**config.mk**
```make
export PLATFORM = sky130hd
export DESIGN_NAME = days_to_gregorian_date
export DESIGN_NICKNAME = d
export VERILOG_FILES = /design/src/design/d2g_pkg.sv /design/src/design/d2g_dp.sv /design/src/design/d2g_ctrl.sv /design/src/design/days_to_gregorian_date.sv
export SDC_FILE = /design/constraint.sdc
export NUM_CORES = 1
export LEC_CHECK = 0
export ABC_CLOCK_PERIOD_IN_PS = 13700
export BUFFER_PORTS_ARGS = -buffer_cell sky130_fd_sc_hd__buf_2
export CORE_MARGIN = 2
export CORE_UTILIZATION = 32
export CTS_CLUSTER_DIAMETER = 100
export DETAILED_ROUTE_END_ITERATION = 10
export HOLD_SLACK_MARGIN = 0.06
export SETUP_SLACK_MARGIN = 0.15
export SYNTH_ARGS = -nofsm -noshare
export SYNTH_HDL_FRONTEND = slang
export SYNTH_HIERARCHICAL = 1
export SYNTH_SLANG_ARGS = --single-unit
```
**constraint.sdc**
```tcl
create_clock -name clk -period 13.7 [get_ports clk]
set_clock_uncertainty 0.05 [all_clocks]
set_input_delay 1.37 -clock clk [delete_from_list [all_inputs] [get_ports clk]]
set_output_delay 1.37 -clock clk [all_outputs]
set_load 0.02 [all_outputs]
```
**src/design/d2g_pkg.sv**
```systemverilog
// shared widths and controller/datapath command and status types
package d2g_pkg;

  localparam int DAY_WIDTH = 22;
  localparam int YEAR_W    = DAY_WIDTH - 8;
  localparam int DBY_W     = DAY_WIDTH + 1;

  typedef struct packed {
    logic load;
    logic est;
    logic prep;
    logic use_year;
    logic test;
    logic fin;
  } d2g_cmd_t;

  typedef struct packed {
    logic fits;
  } d2g_status_t;

endpackage

```
**src/design/d2g_dp.sv**
```systemverilog
// datapath: year estimate, year correction, leap test, month lookup, weekday
module d2g_dp import d2g_pkg::*; (
  input  logic                 clk,
  input  d2g_cmd_t             cmd,
  output d2g_status_t          status,
  input  logic [DAY_WIDTH-1:0] day_count,
  output logic [13:0]          year,
  output logic [8:0]           day_of_year,
  output logic [3:0]           month,
  output logic [4:0]           day_of_month,
  output logic [2:0]           weekday
);

  // reciprocal constants for exact division by 365, 100 and 7
  localparam int K365 = DAY_WIDTH + 9;
  localparam logic [DAY_WIDTH:0] M365 =
    (DAY_WIDTH+1)'(((64'd1 << K365) + 64'd364) / 64'd365);
  localparam int K100 = YEAR_W + 7;
  localparam logic [YEAR_W:0] M100 =
    (YEAR_W+1)'(((64'd1 << K100) + 64'd99) / 64'd100);
  localparam int K7 = DAY_WIDTH + 4;
  localparam logic [DAY_WIDTH+1:0] M7 =
    (DAY_WIDTH+2)'(((64'd1 << K7) + 64'd6) / 64'd7);
  localparam int Q100_W = YEAR_W - 6;
  localparam int Q7_W   = DAY_WIDTH - 1;

  logic [DAY_WIDTH-1:0] days;
  logic [YEAR_W-1:0]    yr;
  logic [Q7_W-1:0]      q7;
  logic [DBY_W-1:0]     y365;
  logic [Q100_W-1:0]    q100;
  logic [8:0]           yday;

  logic [2*DAY_WIDTH:0]   prod365;
  logic [DAY_WIDTH:0]     days6;
  logic [2*DAY_WIDTH+1:0] prod7;
  logic [YEAR_W-1:0]      div_in;
  logic [2*YEAR_W:0]      prod100;
  logic [DBY_W-1:0]       days_ext;
  logic [DBY_W-1:0]       dby;
  logic [DBY_W-1:0]       yr_ext;
  logic [DBY_W-1:0]       q100_ext;
  logic                   fits;
  logic [DAY_WIDTH:0]     rem7;
  logic [YEAR_W-1:0]      hund;
  logic                   leap;
  logic [3:0]             mon_c;
  logic [8:0]             ms;

  function automatic logic [8:0] month_start(input logic lp, input logic [3:0] m);
    logic [8:0] v;
    unique case (m)
      4'd0:    v = 9'd0;
      4'd1:    v = 9'd31;
      4'd2:    v = lp ? 9'd60  : 9'd59;
      4'd3:    v = lp ? 9'd91  : 9'd90;
      4'd4:    v = lp ? 9'd121 : 9'd120;
      4'd5:    v = lp ? 9'd152 : 9'd151;
      4'd6:    v = lp ? 9'd182 : 9'd181;
      4'd7:    v = lp ? 9'd213 : 9'd212;
      4'd8:    v = lp ? 9'd244 : 9'd243;
      4'd9:    v = lp ? 9'd274 : 9'd273;
      4'd10:   v = lp ? 9'd305 : 9'd304;
      4'd11:   v = lp ? 9'd335 : 9'd334;
      default: v = 9'd0;
    endcase
    return v;
  endfunction

  always_comb begin
    prod365 = (2*DAY_WIDTH+1)'(days) * (2*DAY_WIDTH+1)'(M365);
    days6   = (DAY_WIDTH+1)'(days) + (DAY_WIDTH+1)'(6);
    prod7   = (2*DAY_WIDTH+2)'(days6) * (2*DAY_WIDTH+2)'(M7);
    div_in  = cmd.use_year ? yr : yr - YEAR_W'(1);
    prod100 = (2*YEAR_W+1)'(div_in) * (2*YEAR_W+1)'(M100);

    // days before january 1 of yr, valid for yr above zero
    days_ext = DBY_W'(days);
    yr_ext   = DBY_W'(yr);
    q100_ext = DBY_W'(q100);
    dby      = y365 + ((yr_ext + DBY_W'(3)) >> 2) - q100_ext + (q100_ext >> 2);
    fits     = (yr == '0) || (days_ext >= dby);
    status.fits = fits;

    rem7 = days6 - (DAY_WIDTH+1)'(q7) * (DAY_WIDTH+1)'(7);
    hund = YEAR_W'(q100) * YEAR_W'(100);
    leap = (yr[1:0] == 2'b00 && yr != hund) || (yr == hund && q100[1:0] == 2'b00);

    mon_c = '0;
    for (int m = 1; m < 12; m++) begin
      if (yday >= month_start(leap, 4'(m))) begin
        mon_c = mon_c + 4'd1;
      end
    end
    ms = month_start(leap, mon_c);
  end

  always_ff @(posedge clk) begin
    if (cmd.load) begin
      days <= day_count;
    end
    if (cmd.est) begin
      yr <= prod365[K365 +: YEAR_W];
      q7 <= prod7[K7 +: Q7_W];
    end
    if (cmd.prep) begin
      y365 <= yr_ext * DBY_W'(365);
      q100 <= prod100[K100 +: Q100_W];
    end
    if (cmd.test) begin
      if (fits) begin
        yday <= 9'(days_ext - ((yr == '0) ? '0 : dby));
      end else begin
        yr <= yr - YEAR_W'(1);
      end
    end
    if (cmd.fin) begin
      year         <= 14'(yr);
      day_of_year  <= yday;
      month        <= mon_c;
      day_of_month <= 5'(yday - ms + 9'd1);
      weekday      <= rem7[2:0];
    end
  end

endmodule

```
**src/design/d2g_ctrl.sv**
```systemverilog
// controller: sequences estimate, year correction loop, leap test and output
module d2g_ctrl import d2g_pkg::*; (
  input  logic        clk,
  input  logic        rst,
  input  logic        start,
  input  d2g_status_t status,
  output d2g_cmd_t    cmd,
  output logic        busy,
  output logic        done
);

  typedef enum logic [2:0] {
    S_IDLE,
    S_EST,
    S_PREP,
    S_TEST,
    S_LEAP,
    S_FIN
  } state_t;

  state_t state;
  state_t state_next;

  assign busy = (state != S_IDLE);

  always_comb begin
    cmd        = '0;
    state_next = state;
    unique case (state)
      S_IDLE: begin
        if (start) begin
          cmd.load   = 1'b1;
          state_next = S_EST;
        end
      end
      S_EST: begin
        cmd.est    = 1'b1;
        state_next = S_PREP;
      end
      S_PREP: begin
        cmd.prep   = 1'b1;
        state_next = S_TEST;
      end
      S_TEST: begin
        cmd.test   = 1'b1;
        state_next = status.fits ? S_LEAP : S_PREP;
      end
      S_LEAP: begin
        cmd.prep     = 1'b1;
        cmd.use_year = 1'b1;
        state_next   = S_FIN;
      end
      S_FIN: begin
        cmd.fin    = 1'b1;
        state_next = S_IDLE;
      end
      default: begin
        state_next = S_IDLE;
      end
    endcase
  end

  always_ff @(posedge clk) begin
    if (rst) begin
      state <= S_IDLE;
      done  <= 1'b0;
    end else begin
      state <= state_next;
      done  <= (state == S_FIN);
    end
  end

endmodule

```
**src/design/days_to_gregorian_date.sv**
```systemverilog
// top level: day count to proleptic gregorian calendar date
//
// usage
//   a beat enters when start is high and busy is low; day_count is sampled
//   at that edge. one result beat follows: done is high for exactly one
//   cycle with year, day_of_year, month, day_of_month and weekday valid in
//   that cycle. the receiver cannot stall, so the result must be taken then.
// sequence
//   the year estimate day_count/365 is lowered one year per pass of the
//   correction loop; each test has a prep step (one multiply by the
//   reciprocal of 100) and then the day-count compare. with k tests (1 to
//   9 over the full input range) the states run est, k passes of prep and
//   test, leap and fin; done rises as fin ends. no beat enters while busy,
//   which is low again in the cycle done is high, so a new beat can enter then.
// reset
//   rst is synchronous and active high; it returns the controller to idle
//   and clears done. the result registers are not reset.
module days_to_gregorian_date import d2g_pkg::*; (
  input  logic                 clk,
  input  logic                 rst,
  input  logic                 start,
  output logic                 busy,
  input  logic [DAY_WIDTH-1:0] day_count,
  output logic                 done,
  output logic [13:0]          year,
  output logic [8:0]           day_of_year,
  output logic [3:0]           month,
  output logic [4:0]           day_of_month,
  output logic [2:0]           weekday
);

  d2g_cmd_t    cmd;
  d2g_status_t status;

  d2g_ctrl u_ctrl (
    .clk    (clk),
    .rst    (rst),
    .start  (start),
    .status (status),
    .cmd    (cmd),
    .busy   (busy),
    .done   (done)
  );

  d2g_dp u_dp (
    .clk          (clk),
    .cmd          (cmd),
    .status       (status),
    .day_count    (day_count),
    .year         (year),
    .day_of_year  (day_of_year),
    .month        (month),
    .day_of_month (day_of_month),
    .weekday      (weekday)
  );

endmodule

```
==> metrics.txt <==
critical path's slowest cell edfxtp_1; #FFs+latches synth 112; Avg Inst Size Synth 10.1 µm²; die footprint 73,100 µm²; dpl hpwl about 44,000 µm; outcome finished clean; met2 wire len between 20,000 and 25,000 µm; core area 70,100 µm²; Die W 270 µm; CP required 13.80 ns; CP Buf/Inv Count 3; CP most frequent cell ha_1; row count 97; fin crit period between 10 and 15 ns; worst slew pin tran 1.18 ns; Met1 Wirelength 24,100 µm; Num CTS Buffers 9; RSZ-0062 raised after global routing false; antenna violations before repair 0; critical path arrival 12.56 ns; Crit Path Class reg2reg; final WL 51,300 µm; Primary FF master, synth edfxtp_1; DR DRC count 0; setup violators final 0; Critical Path Start Type flop; top fanout value on the critical path 11; Worst-path clk slew approximately 0.090 ns; deepest clock path buffer count 2; largest net degree at the start of global routing 34; Post-Syn Instances 2,239; GRT Util Overall 14.7%; Area growth, synth to finish 7.63%; FF-to-FF Start u_dp/q100[3]; First DRT Iteration DRCs 709; Max-Cap Viols 0; synth top area cells fa_1, ha_1, edfxtp_1; cell taking the most area after synthesis fa_1; root buffer cell clkbuf_16; routed wl met3 1810 µm; worst min path class reg2reg; H-tree depth 3; CP delay by family, top adder cells; Layout Cells excl Fill 3,232; Fin. Hold Viols 0; Wirelength per Cell between 15 and 20 µm; area share of the largest cell type after synthesis approximately 28%; vias in the first global route 15,764; drt pass-1 iters 7; crit share post-route about nine tenths; Worst Setup SP u_dp/q100[3]; Avg Vias per Cell 4.64; first-pass GRT wire length 83,800 µm; flop-to-flop setup slack 1.24 ns; Async S/R FF share, synth 0%; Ys Warns 6; I/O Buffers 58; Antenna diodes 0; top-count cell post-synth inv_1; Reg2Reg Depth 51; worst skew pair latency 0.42 ns; setup TNS 0 ns; Worst path depth 51; Slew Viols, Final 0; Worst R2R End u_dp/day_of_month[4]; GR Overflow Total 0; share of layout cells above drive strength 1 6.33%; # clock sinks 112; Highest Signal Layer met4; Max Clk Rate 0.0803 GHz; Post-synth EDFFs 94; Starting Density 32.4%; Worst Hold Path EP u_ctrl/state[1]; # IOs 62; Final Net Count about 3,100; Max-slew headroom 21.3%; delay of the slowest critical-path stage 0.51 ns; Min-Delay Path Depth 2; sequential area share after synthesis 14.0%; DR vias 15,005; Mapped Area roughly 23,000 µm²; Yosys cell types 97; endpoint type of the worst setup path flop; Die H roughly 270 µm; Cells after DPL around 3,200; CTS tree yes; Post-synth top cells inv_1, ha_1, fa_1; Routed Antenna Nets 0; Final Wtd Congestion between 0.8 and 0.9; Worst Hold Launch u_ctrl/state[0]
-- sequential cells by signal, summed over array words and instances (netlist names) --
| name | flops |
|---|---|
| u_dp/day_of_month | 5 |
| u_dp/year | 14 |
| u_ctrl/done | 1 |
| u_dp/yr | 14 |
| u_dp/q100 | 8 |
| u_dp/day_of_year | 9 |
| u_dp/y365 | 23 |
| u_dp/days | 22 |
| u_dp/yday | 9 |
| u_ctrl/state | 3 |
| u_dp/month | 4 |
-- routing by layer --
metal,up-vias,global-route usage (%)
met2,221,24.5
met4,0,3.43
li1,7375,-
met5,-,0
met1,7370,20.3
met3,39,1.87
-- how the worst max path moves through the flow --
stage	end	slack [ns]
finish	u_dp/day_of_month[4]	1.24
global route	u_dp/day_of_month[4]	0.29
CTS	u_dp/day_of_month[4]	1.01
detailed placement	u_dp/day_of_month[4]	1.09
global placement	u_dp/day_of_month[4]	1.29
floorplan	u_dp/day_of_month[4]	2.26
-- tightest hold or removal path, delay by kind of cell, from the launching register on --
family           cells  cell delay (ns)
DFF                  1             0.41
and+or+nand+nor      2             0.18
-- cell families (layout without fill, tap and decap cells) --
group | after synthesis | in the layout | share of synthesized area [%]
AO/OA/AOI/OAI | 271 | 271 | 8.22
XOR/XNOR | 127 | 127 | 5.20
adder cells (fa/ha/maj) | 804 | 804 | 54.8
buffers and inverters | 584 | 635 | 9.84
flip-flops | 112 | 112 | 14.0
multiplexers | 12 | 12 | 0.584
other | 1 | 3 | 0.0165
AND/OR/NAND/NOR | 328 | 328 | 7.34
-- cell usage in the layout, fill, tap and decap left out, types with 4 or more instances in the layout --
cell type / n
dfxtp_1: 18
clkbuf_16: 9
and2_1: 7
and3_1: 8
nor3_1: 25
or3_1: 12
o21a_1: 12
o211ai_1: 6
o21bai_1: 12
a41oi_1: 4
xor2_1: 41
nor2b_1: 15
o21ai_0: 48
buf_2: 58
buf_4: 9
nand3_1: 25
nand2_1: 74
inv_1: 550
a211oi_1: 6
a31oi_1: 4
a21o_1: 36
fa_1: 317
ha_1: 487
nand2b_1: 27
or2_2: 14
nand4_1: 12
a21boi_0: 8
o31a_1: 5
nor2_1: 82
mux2i_1: 7
o221a_2: 7
edfxtp_1: 94
a21oi_1: 74
xnor2_1: 79
-- timing repair --
item / 4_1_cts / 5_1_grt
endpoints found under the setup margin: 0 / 1
hold buffers: 0 / 0
buffers inserted: 0 / 0
gates resized for setup: 0 / 2
-- final cells by class --
class	count	area (µm²)
repair buffers	67	358
flip-flops and latches	112	3180
clock buffers	9	225
well taps	940	1180
inverters	552	2080
clock inverters	7	108
multi-input cells	1545	17300
fillers	7217	45700
-- metrics by stage --
| step | setup slack [ns] | area (µm²) | hold WS [ns] | util [%] |
|---|---|---|---|---|
| after floorplan | 2.26 | 22700 | 0.374 | - |
| after global placement | 1.29 | 24100 | 0.557 | 34.3 |
| after detailed placement | 1.09 | 24100 | 0.550 | 34.3 |
| after CTS | 1.01 | 24400 | 0.567 | 34.8 |
| after global routing | 0.286 | 24400 | 0.619 | 34.8 |
| final | 1.24 | 24400 | 0.578 | 34.8 |
Power is left out: the tool's default activity adds up to more than one toggle a clock period on the data nets, which glitch-free logic cannot reach.
